--- src/sv/lws_pkg.sv ---
// Shared types and constants for the windowed latency statistics block.
// Depends on nothing; every other file of the block imports it.
package lws_pkg;

	localparam int TIME_W      = 48;
	localparam int COUNT_W     = 32;
	localparam int SUM_W       = 64;
	localparam int ROUND_W     = 16;
	localparam int PAY_W       = 32;
	localparam int NUM_METRICS = 4;
	localparam int METRIC_W    = 2;
	localparam int APB_DATA_W  = 64;
	localparam int APB_ADDR_W  = 4;

	// register map: register index is paddr[3]
	localparam logic REG_ROUND_DURATION = 1'b0;
	localparam logic [TIME_W-1:0] ROUND_DURATION_RESET = TIME_W'(1000000000);

	// metric codes
	localparam logic [METRIC_W-1:0] MET_EXEC    = 2'd0;
	localparam logic [METRIC_W-1:0] MET_LATENCY = 2'd1;
	localparam logic [METRIC_W-1:0] MET_PAYLOAD = 2'd2;
	localparam logic [METRIC_W-1:0] MET_FULL    = 2'd3;

	typedef enum logic {
		OP_RECORD = 1'b0,
		OP_FLUSH  = 1'b1
	} op_t;

	// one request on the input channel
	typedef struct packed {
		op_t                operation;
		logic [TIME_W-1:0]  received_time;
		logic [TIME_W-1:0]  service_start;
		logic [TIME_W-1:0]  service_end;
		logic [PAY_W-1:0]   payload_bytes;
	} req_t;

	// one summary on the output channel
	typedef struct packed {
		logic [METRIC_W-1:0] metric;
		logic [ROUND_W-1:0]  round_number;
		logic [COUNT_W-1:0]  sample_count;
		logic [TIME_W-1:0]   minimum;
		logic [TIME_W-1:0]   maximum;
		logic [SUM_W-1:0]    sum;
		logic                last;
	} res_t;

	// input stage: operation, receive time and the four formed metrics
	typedef struct packed {
		op_t                               op;
		logic [TIME_W-1:0]                 rx;
		logic [NUM_METRICS-1:0][TIME_W-1:0] val;
	} stage_t;

	// snapshot of a closed round
	typedef struct packed {
		logic [ROUND_W-1:0]                 round_number;
		logic [COUNT_W-1:0]                 count;
		logic [NUM_METRICS-1:0][TIME_W-1:0] min;
		logic [NUM_METRICS-1:0][TIME_W-1:0] max;
		logic [NUM_METRICS-1:0][SUM_W-1:0]  sum;
	} summary_t;

endpackage

--- src/sv/lws_ingress.sv ---
// Input register: takes a request and forms the four clamped metrics.
// Depends on lws_pkg.
module lws_ingress (
	input  logic            clk,
	input  logic            arst_n,
	input  logic            in_valid,
	output logic            in_ready,
	input  lws_pkg::req_t   in_data,
	input  logic            adv,
	output logic            valid_s1,
	output lws_pkg::stage_t data_s1
);
	import lws_pkg::*;

	stage_t form;

	// form metrics, clamping negative differences to zero
	always_comb begin
		form.op = in_data.operation;
		form.rx = in_data.received_time;
		form.val[MET_EXEC] = (in_data.service_end >= in_data.service_start) ?
			in_data.service_end - in_data.service_start : '0;
		form.val[MET_LATENCY] = (in_data.service_start >= in_data.received_time) ?
			in_data.service_start - in_data.received_time : '0;
		form.val[MET_PAYLOAD] = TIME_W'(in_data.payload_bytes);
		form.val[MET_FULL] = (in_data.service_end >= in_data.received_time) ?
			in_data.service_end - in_data.received_time : '0;
	end

	assign in_ready = !valid_s1 || adv;

	// hold the stage until the round tracker consumes it
	always_ff @(posedge clk or negedge arst_n) begin
		if (!arst_n) begin
			valid_s1 <= 1'b0;
		end else if (in_valid && in_ready) begin
			valid_s1 <= 1'b1;
		end else if (adv) begin
			valid_s1 <= 1'b0;
		end
	end

	always_ff @(posedge clk) begin
		if (in_valid && in_ready) begin
			data_s1 <= form;
		end
	end

endmodule

--- src/sv/lws_round.sv ---
// Round tracker: window check, count, per-metric min, max and sum, round close.
// Depends on lws_pkg.
module lws_round (
	input  logic                        clk,
	input  logic                        arst_n,
	input  logic                        valid_s1,
	input  lws_pkg::stage_t             data_s1,
	input  logic [lws_pkg::TIME_W-1:0]  round_duration,
	input  logic                        snap_free,
	output logic                        adv,
	output logic                        snap_load,
	output lws_pkg::summary_t           snap
);
	import lws_pkg::*;

	logic                               active_q;
	logic [TIME_W-1:0]                  start_q;
	logic [ROUND_W-1:0]                 index_q;
	logic [COUNT_W-1:0]                 count_q;
	logic [NUM_METRICS-1:0][TIME_W-1:0] min_q;
	logic [NUM_METRICS-1:0][TIME_W-1:0] max_q;
	logic [NUM_METRICS-1:0][SUM_W-1:0]  sum_q;

	logic              is_flush;
	logic              in_window;
	logic              closes;
	logic [TIME_W-1:0] offset;

	// decide whether the request belongs to the open round
	always_comb begin
		is_flush  = (data_s1.op == OP_FLUSH);
		offset    = data_s1.rx - start_q;
		in_window = active_q && (data_s1.rx >= start_q) && (offset < round_duration);
		closes    = active_q && (is_flush || !in_window);
		adv       = valid_s1 && (!closes || snap_free);
		snap_load = adv && closes;
	end

	assign snap.round_number = index_q;
	assign snap.count        = count_q;
	assign snap.min          = min_q;
	assign snap.max          = max_q;
	assign snap.sum          = sum_q;

	// control state: open flag, round index, count
	always_ff @(posedge clk or negedge arst_n) begin
		if (!arst_n) begin
			active_q <= 1'b0;
			index_q  <= '0;
			count_q  <= '0;
		end else if (adv) begin
			if (closes) begin
				index_q <= index_q + 1'b1;
			end
			if (is_flush) begin
				active_q <= 1'b0;
			end else if (in_window) begin
				if (!(&count_q)) begin
					count_q <= count_q + 1'b1;
				end
			end else begin
				active_q <= 1'b1;
				count_q  <= COUNT_W'(1);
			end
		end
	end

	// accumulate or open a fresh round at the request's receive time
	always_ff @(posedge clk) begin
		if (adv && !is_flush) begin
			if (in_window) begin
				for (int m = 0; m < NUM_METRICS; m++) begin
					if (data_s1.val[m] < min_q[m]) min_q[m] <= data_s1.val[m];
					if (data_s1.val[m] > max_q[m]) max_q[m] <= data_s1.val[m];
					sum_q[m] <= sum_q[m] + SUM_W'(data_s1.val[m]);
				end
			end else begin
				start_q <= data_s1.rx;
				for (int m = 0; m < NUM_METRICS; m++) begin
					min_q[m] <= data_s1.val[m];
					max_q[m] <= data_s1.val[m];
					sum_q[m] <= SUM_W'(data_s1.val[m]);
				end
			end
		end
	end

endmodule

--- src/sv/lws_emit.sv ---
// Summary emitter: holds a closed round and sends its four summaries in order.
// Depends on lws_pkg.
module lws_emit (
	input  logic                clk,
	input  logic                arst_n,
	input  logic                snap_load,
	output logic                snap_free,
	input  lws_pkg::summary_t   snap,
	output logic                out_valid,
	input  logic                out_ready,
	output lws_pkg::res_t       out_data
);
	import lws_pkg::*;

	logic                pend_q;
	logic [METRIC_W-1:0] beat_q;
	summary_t            snap_q;
	logic                take;
	logic                last_take;

	assign out_valid = pend_q;
	assign take      = pend_q && out_ready;
	assign last_take = take && (beat_q == MET_FULL);
	assign snap_free = !pend_q || last_take;

	// present the current metric of the held round
	always_comb begin
		out_data.metric       = beat_q;
		out_data.round_number = snap_q.round_number;
		out_data.sample_count = snap_q.count;
		out_data.minimum      = snap_q.min[beat_q];
		out_data.maximum      = snap_q.max[beat_q];
		out_data.sum          = snap_q.sum[beat_q];
		out_data.last         = (beat_q == MET_FULL);
	end

	// advance through the metrics, reload on a new close
	always_ff @(posedge clk or negedge arst_n) begin
		if (!arst_n) begin
			pend_q <= 1'b0;
			beat_q <= MET_EXEC;
		end else if (snap_load) begin
			pend_q <= 1'b1;
			beat_q <= MET_EXEC;
		end else if (take) begin
			beat_q <= beat_q + 1'b1;
			if (last_take) begin
				pend_q <= 1'b0;
			end
		end
	end

	always_ff @(posedge clk) begin
		if (snap_load) begin
			snap_q <= snap;
		end
	end

endmodule

--- src/sv/windowed_latency_statistics_top.sv ---
// Windowed latency statistics monitor, top level.
// Request channel in_valid/in_ready/in_data carries one request record or a flush.
// Result channel out_valid/out_ready/out_data carries per-metric round summaries.
// An APB-style port writes round_duration at byte address 0 (64-bit data).
// Throughput: one request per cycle while no summary is waiting.
// A request that closes a round is registered at the accepting edge and judged in
// the next cycle; its first summary is shown after the emitter registers the round,
// then the four summaries go out at one per cycle while out_ready is high.
// A closing request waits in the input register while the emitter still holds
// the summaries of the previous round; non-closing requests flow regardless.
// When the receiver stalls, the emitter holds the current summary unchanged.
// Reset clears the open-round flag, round index, count and pending summaries and
// sets round_duration to 1000000000 ticks.
// Depends on lws_pkg, lws_ingress, lws_round, lws_emit.
module windowed_latency_statistics_top (
	input  logic                            clk,
	input  logic                            arst_n,
	input  logic                            in_valid,
	output logic                            in_ready,
	input  lws_pkg::req_t                   in_data,
	output logic                            out_valid,
	input  logic                            out_ready,
	output lws_pkg::res_t                   out_data,
	input  logic                            psel,
	input  logic                            penable,
	input  logic                            pwrite,
	input  logic [lws_pkg::APB_ADDR_W-1:0]  paddr,
	input  logic [lws_pkg::APB_DATA_W-1:0]  pwdata,
	output logic [lws_pkg::APB_DATA_W-1:0]  prdata,
	output logic                            pready
);
	import lws_pkg::*;

	logic              dur_sel;
	logic [TIME_W-1:0] duration_q;
	logic              valid_s1;
	stage_t            data_s1;
	logic              adv;
	logic              snap_load;
	logic              snap_free;
	summary_t          snap;

	// configuration register
	assign pready  = 1'b1;
	assign dur_sel = (paddr[3] == REG_ROUND_DURATION);

	always_ff @(posedge clk or negedge arst_n) begin
		if (!arst_n) begin
			duration_q <= ROUND_DURATION_RESET;
		end else if (psel && penable && pwrite && pready && dur_sel) begin
			duration_q <= pwdata[TIME_W-1:0];
		end
	end

	assign prdata = dur_sel ? APB_DATA_W'(duration_q) : '0;

	lws_ingress u_ingress (
		.clk      (clk),
		.arst_n   (arst_n),
		.in_valid (in_valid),
		.in_ready (in_ready),
		.in_data  (in_data),
		.adv      (adv),
		.valid_s1 (valid_s1),
		.data_s1  (data_s1)
	);

	lws_round u_round (
		.clk            (clk),
		.arst_n         (arst_n),
		.valid_s1       (valid_s1),
		.data_s1        (data_s1),
		.round_duration (duration_q),
		.snap_free      (snap_free),
		.adv            (adv),
		.snap_load      (snap_load),
		.snap           (snap)
	);

	lws_emit u_emit (
		.clk       (clk),
		.arst_n    (arst_n),
		.snap_load (snap_load),
		.snap_free (snap_free),
		.snap      (snap),
		.out_valid (out_valid),
		.out_ready (out_ready),
		.out_data  (out_data)
	);

	// a close never overwrites summaries still being sent
	a_load_when_free: assert property (@(posedge clk) disable iff (!arst_n)
		snap_load |-> snap_free)
		else $error("round snapshot loaded over pending summaries");

	// summaries of one round follow in metric order
	a_metric_order: assert property (@(posedge clk) disable iff (!arst_n)
		(out_valid && out_ready && !out_data.last) |=>
		(out_valid && out_data.metric == $past(out_data.metric) + 2'd1))
		else $error("summary metric out of order");

	// a new round's summaries start at the first metric
	a_round_restart: assert property (@(posedge clk) disable iff (!arst_n)
		(out_valid && out_ready && out_data.last) |=>
		(!out_valid || out_data.metric == MET_EXEC))
		else $error("summary sequence did not restart at first metric");

	// the minimum of a round never exceeds its maximum
	a_min_max: assert property (@(posedge clk) disable iff (!arst_n)
		out_valid |-> (out_data.minimum <= out_data.maximum))
		else $error("summary minimum above maximum");

endmodule

--- config.mk ---
export PLATFORM = sky130hd
export DESIGN_NAME = windowed_latency_statistics_top
export DESIGN_NICKNAME = d
export VERILOG_FILES = /design/src/sv/lws_pkg.sv /design/src/sv/lws_ingress.sv /design/src/sv/lws_round.sv /design/src/sv/lws_emit.sv /design/src/sv/windowed_latency_statistics_top.sv
export SDC_FILE = /design/constraint.sdc
export NUM_CORES = 2
export LEC_CHECK = 0
export BUFFER_PORTS_ARGS = -buffer_cell sky130_fd_sc_hd__buf_2
export CAP_MARGIN = 25
export CORE_MARGIN = 3
export CORE_UTILIZATION = 42
export DETAILED_ROUTE_END_ITERATION = 7
export GPL_TIMING_DRIVEN = 1
export PLACE_DENSITY = 0.59
export SETUP_SLACK_MARGIN = 0.05
export SYNTH_ARGS = -nofsm -noshare
export SYNTH_HDL_FRONTEND = slang
export SYNTH_HIERARCHICAL = 1
export SYNTH_SLANG_ARGS = --single-unit
--- constraint.sdc ---
create_clock -name clk -period 17.95 [get_ports clk]
set_input_delay 5.385 -clock clk [delete_from_list [all_inputs] [get_ports clk]]
set_output_delay 5.385 -clock clk [all_outputs]
set_load 0.1 [all_outputs]
# == Yosys cells after proc, flatten, opt, wreduce, memory -nomap -nowiden ==
# Cells that the tools add are included.
# word_totals
register_bits,1638
latchBits,0
ram_bits,0
mem_bits_ro,0
output_inout_bits,278
memories,0
# classes
add_sub_neg,11
multipliers,0
div,0
n_lt_le_gt_ge,14
n_eq_ne,11
shifts,0
mux,29
bitwise,3
n_reduce_logical,38
# ops
operator,n
two-way mux 48 bit,11
two-way mux 192 bit,2
two-way mux 240 bit,1
adder 64 x 48 -> 64 bit,3
binary-select mux 48 bit (select 2 bit),2
>= comparator 48 bit,4
less-than comparator 48 bit,4
subtractor 48 bit,4
> comparator 48 bit,3
binary-select mux 64 bit (select 2 bit),1
adder 64 x 32 -> 64 bit,1
two-way mux 32 bit,2
two-way mux 64 bit,1
"adder 32 x 1 -> 32 bit, second input constant",1
> comparator 32 bit,1
less-than comparator 32 bit,1
AND reduction 32 bit,1
AND reduction 2 bit,12
"!= test 2 bit, second input constant",10
"adder 16 x 1 -> 16 bit, second input constant",1
logical AND 1 bit,12
two-way mux 1 bit,7
nonzero test 2 bit,3
zero test 1 bit,5
other kinds (7),13

# == Depth between registers and ports, before layout ==
# depth
word_depth,12
mapped_depth,28
depth_no_buf,26

# == Hierarchy ==
# The synthesis kept the hierarchy.
# by_module_without_submodules
module,n_inst,cells_each,area_per_inst_um2,seq_area_each_um2
lws_round,1,5054,50594.8,21886.0
lws_emit,1,945,25002.7,20734.9
lws_ingress,1,1644,15802.7,6781.5
windowed_latency_statistics_top,1,174,2356.0,1217.4

# == Worst setup path after synthesis ==
# OpenSTA, ideal clock, no wires.
# synth_path
path_kind,input-to-reg
start,in out_ready
end,"reg u_round.min_q, in the netlist u_round/snap[496] (enable)"
setup_time_ns,0.469
arrival_time_ns,14.002
required_time_ns,17.481
setup_slack_ns,3.479
stages,7
cell_sequence,nand2_1 -> nand2_1 -> nand2b_1 -> o21ai_1 -> inv_1 -> o21ai_0 -> a21oi_1
# synth_between
elab_chain_cells,7
# synth_rtl
element,line_no,rtl
"start, declared",windowed_latency_statistics_top.sv:22,"input logic out_ready,"
logical AND 1 bit,lws_emit.sv:22,assign take = pend_q && out_ready;
logical AND 1 bit,lws_emit.sv:23,assign last_take = take && (beat_q == MET_FULL);
logical OR 1 bit,lws_emit.sv:24,assign snap_free = !pend_q || last_take;
via snap_free,windowed_latency_statistics_top.sv:40,logic snap_free;
logical OR 1 bit,lws_round.sv:35,adv = valid_s1 && (!closes || snap_free);
logical AND 1 bit,lws_round.sv:35,
logical AND 1 bit,lws_round.sv:70,if (adv && !is_flush) begin
AND reduction 2 bit (no source line),-,
"end signal, assigned by index",lws_round.sv:80,min_q[m] <= data_s1.val[m];
"end, declared",lws_round.sv:20,logic [NUM_METRICS-1:0][TIME_W-1:0] min_q;
# The timed path passes the listed nets, and every way through them passes these cells.
# A chain may end at the register's enable or synchronous reset.

# == Worst setup path in the final report ==
# layout_path
start,reg u_ingress/data_s1[193] (netlist name)
end,out in_ready
# layout_between
elab_chain_cells,10
word_cells_on_any_way,12
classes_between,add/sub (1); order compare (2); reduce/logical (9)
# layout_rtl
element,line_no,rtl
subtractor 48 bit / >= comparator 48 bit (equally long branches),"lws_round.sv:32, lws_round.sv:33",
less-than comparator 48 bit / logical AND 1 bit (equally long branches),lws_round.sv:33,in_window = active_q && (data_s1.rx >= start_q) && (offset < round_duration);
logical AND 1 bit *,lws_round.sv:33,
zero test 1 bit *,lws_round.sv:34,closes = active_q && (is_flush || !in_window);
logical OR 1 bit *,lws_round.sv:34,
logical AND 1 bit *,lws_round.sv:34,
zero test 1 bit *,lws_round.sv:35,
logical OR 1 bit *,lws_round.sv:35,
logical AND 1 bit *,lws_round.sv:35,
via adv,windowed_latency_statistics_top.sv:38,logic adv;
logical OR 1 bit *,lws_ingress.sv:30,assign in_ready = !valid_s1 || adv;
"end, declared",windowed_latency_statistics_top.sv:19,"output logic in_ready,"
# Mark *: on every way through the listed nets, which the timed path passes. The rest lies on a longest branch.

==> summary.txt <==
Status
  • Status: finished, final reports clean

Worst setup path
  • Crit path buffers/inverters: 1
  • R2R cell count: 22
  • Crit path kind: flop to primary output
  • Critical Path End Type: primary output
  • Cell mode on critical path: a21oi_1
  • Flop-to-flop setup slack: 8.55 ns
  • Crit-path max FO: 9
  • Worst flop-to-flop path endpoint: u_emit/snap_q[630]
  • Startpoint types: flop
  • Critical path's top delay family: compound AO/OA/AOI/OAI gates
  • Cell Chain, Critical Path: ha_1, nor2b_1, o21ai_0, a21boi_0, o21ai_0, a21oi_1, a311oi_1, nor2_1, o211ai_1, a21oi_1, nor3_1, ha_1, a21o_1, a21o_1, a21oi_1, o2111ai_1, a21oi_1, o211ai_4, nor2_4, o21a_1, nand2b_1, buf_2
  • Critical path required time: 12.56 ns
  • Worst path slowest cell: a311oi_1
  • Max incr delay on CP: 0.75 ns
  • R2r startpoint: u_ingress/data_s1[193]
  • Stages on the worst setup path: 22
  • Crit path DAT: roughly 7.5 ns

Floorplanning
  • Initial Utilization: 0.4246
  • Die X: approximately 480 um
  • Ports: 530
  • # rows: 172
  • Die Area: around 230000 um2
  • Die Y: 478.5 um
  • Core Area: roughly 220000 um2

Placement
  • Placer Congestion: approximately 0.95
  • IO Port Bufs: 493
  • DP Cell Count: 11100
  • HPWL Detailed: 232700 um

Logic synthesis
  • Seq cells post-synth: 1702
  • Syn Area/Cell: around 12 um2
  • Register area share after synthesis: 0.5399
  • Synth area leaders: edfxtp_1 (51%), ha_1 (11%), mux4_2 (3.8%)
  • Yosys cell types: 109
  • Share of the synthesized area in the top cell type: 0.5128
  • Yosys top cell by area: edfxtp_1
  • Number of synthesized flops with an enable pin: about 1600
  • Cells after synthesis: 7817
  • Ys async rst share: 0.05934
  • Mapped cell area: ~94000 um2
  • YS warnings: 6
  • Post-synth top flop: edfxtp_1

Min path
  • Class of the worst hold path: flop to flop
  • Worst hold path cell count: 0
  • Min-delay src: u_round/snap[534]
  • Hold EP: u_emit/snap_q[534]

CTS
  • CTS clk-pin slew, worst paths: 0.06 ns
  • CTS Root Buffer Type: clkbuf_16
  • Insertion delay to the later sink of the worst-skew pair: 0.85 ns
  • CTS tree: yes
  • Setup bufs post-CTS: 0
  • H-tree depth: 4
  • Gates resized, CTS repair: 0
  • CTS Sinks: around 1700
  • Clock tree buffer depth: 3
  • Hold Buf Count CTS: 0
  • Num CTS Buffers: 187

STA
  • Final slew viol count: 0
  • Final Hold Fails: 0
  • Tcrit/Tclk final: 0.7158
  • Worst Skew: 0.05699 ns
  • FMAX: 77.83 MHz
  • RSZ-0062 raised after global routing: no
  • Max transition margin: 0.1564
  • Fin crit period: approximately 13 ns
  • Final TNS setup: 0 ns
  • Worst-margin pin slew: 1.256 ns
  • # setup viols final: 0

GRT
  • Largest net degree at the start of global routing: 214
  • GRT Total Usage: 0.2587
  • Vias in the first global route: roughly 64000
  • Initial antenna violation count: 82
  • First-pass GRT wire length: 433700 um
  • Grt total ovfl: 0

Detailed routing
  • DR vias/cell: 5.768
  • WL final: 305700 um
  • DRT iter0 DRCs: 7084
  • Drt wl/cell: 26.65 um
  • First-pass DRT Iterations: 8
  • DR vias: 66170
  • DRC Markers: 0
  • Antenna-violating nets left: 0

Cells and area
  • Fin nets: 9404
  • Layout Cells excl Fill: about 11000
  • Share of cells above drive strength 1: 0.1395
  • Filler Cell Count: 19780
  • Area delta synth->final: 12.80%

Job
  • Maxcap violations: 0
## worst register-to-register path: stages (launching register included)
cell and delay [ns]:
edfxtp_1 0.45, ha_1 0.33, nor2b_1 0.13, o21ai_0 0.18
a21boi_0 0.11, o21ai_0 0.27, a21oi_1 0.23, a311oi_1 0.75
nor2_1 0.29, o211ai_1 0.75, a41o_1 0.29, a311oi_1 0.06
ha_1 0.31, nand4_1 0.14, nor2_1 0.27, nand3_1 0.19
a21oi_1 0.23, o211ai_1 0.34, o211ai_4 0.40, buf_4 0.75
o21a_4 0.77, buf_12 0.72, buf_12 0.72
## through the flow
step	util	area (um2)	setup slack, ns	hold slack, ns
floorplan	-	93870	3.479	0.4249
global placement	0.4497	99290	5.847	0.4299
detailed placement	0.4498	99320	5.810	0.4324
CTS	0.4786	105700	5.049	0.4037
global route	0.4787	105700	4.872	0.4390
finish	0.4790	105800	5.102	0.4091
## layer usage
| metal | track usage | wire length, um | vias up |
|---|---|---|---|
| li1 | - | - | 30090 |
| met1 | 0.3543 | 128200 | 32660 |
| met2 | 0.4102 | 138200 | 2839 |
| met3 | 0.05089 | 27140 | 502 |
| met4 | 0.08976 | 11700 | 78 |
| met5 | 0 | 512 | - |
## cell usage after synthesis, types with 48 or more instances
cell / n
nor3_1: 105
nand2_1: 553
a21oi_1: 516
mux4_2: 160
nand2b_1: 68
and3_1: 69
dfrtp_1: 88
xor2_1: 178
nor2b_1: 133
a211oi_1: 48
a21o_1: 363
o21bai_1: 68
buf_2: 71
o21ai_0: 482
a31oi_1: 67
edfxtp_1: 1601
o21a_1: 58
ha_1: 814
clkbuf_1: 111
buf_4: 88
inv_1: 694
nand3_1: 104
xnor2_1: 204
nor2_1: 411
nand4_1: 172
## cell families after synthesis
| kind of cell | Yosys count | synth area share |
|---|---|---|
| AOI/OAI and AO/OA | 1918 | 0.1294 |
| and+or+nand+nor | 1782 | 0.09236 |
| DFF | 1702 | 0.5399 |
| buffers and inverters | 986 | 0.04548 |
| adders and majority gates | 822 | 0.1103 |
| xor gates and xnor gates | 382 | 0.03569 |
| muxes | 222 | 0.04668 |
| other | 3 | 0.0001201 |
## area by class of cell
cell class	instances	area, um2	area share
repair buffers	586	3266	0.03088
diodes	28	70.07	0.0006625
clock buffers	233	4999	0.04726
flip-flops and latches	1702	50630	0.4787
well taps	2958	3701	0.03500
inverters	694	2613	0.02470
clock inverters	113	1348	0.01274
multi-input cells	5159	39130	0.3700
## state kept, by name, indices dropped and copies added (netlist names)
signal and flops:
duration_q 48, u_ingress/data_s1 225, u_round/start_q 48, u_emit/out_data 48, u_ingress/valid_s1 1, u_round/count_q 32, u_emit/out_valid 1, u_emit/snap_q 640
u_round/active_q 1, u_emit/beat_q 2, u_round/snap 640, u_round/index_q 16
## how the worst max path moves through the flow
stage | end | slack (ns) | start
final | in_ready | 5.10 | u_ingress/data_s1[193]
after global routing | in_ready | 4.87 | u_ingress/data_s1[193]
after CTS | in_ready | 5.05 | u_ingress/data_s1[193]
after detailed placement | in_ready | 5.81 | out_ready
after global placement | in_ready | 5.85 | out_ready
after floorplan | u_round/snap[496] | 3.48 | out_ready
## cells in the final DEF (no fill, tap or decap), types with 33 or more instances in the layout
cell type  count
buf_2        493
buf_4         85
xor2_1       178
nand4_1      172
nand2b_1      68
clkinv_1      36
nand3_1      104
nor2b_1      133
clkbuf_16    192
inv_1        693
or3_1         33
and3_1        69
ha_1         814
o21ai_0      481
nor3_1       104
o21bai_1      68
a21o_1       363
dfrtp_1       86
xnor2_1      204
nand2_1      553
o21a_1        58
mux4_2       160
a211oi_1      47
edfxtp_1    1601
and2_1        35
a21oi_1      510
clkbuf_1      37
a31oi_1       67
nor2_1       411
conb_1        33
Power is left out: the tool's default activity adds up to more than one toggle a clock period on the data nets, which glitch-free logic cannot reach.
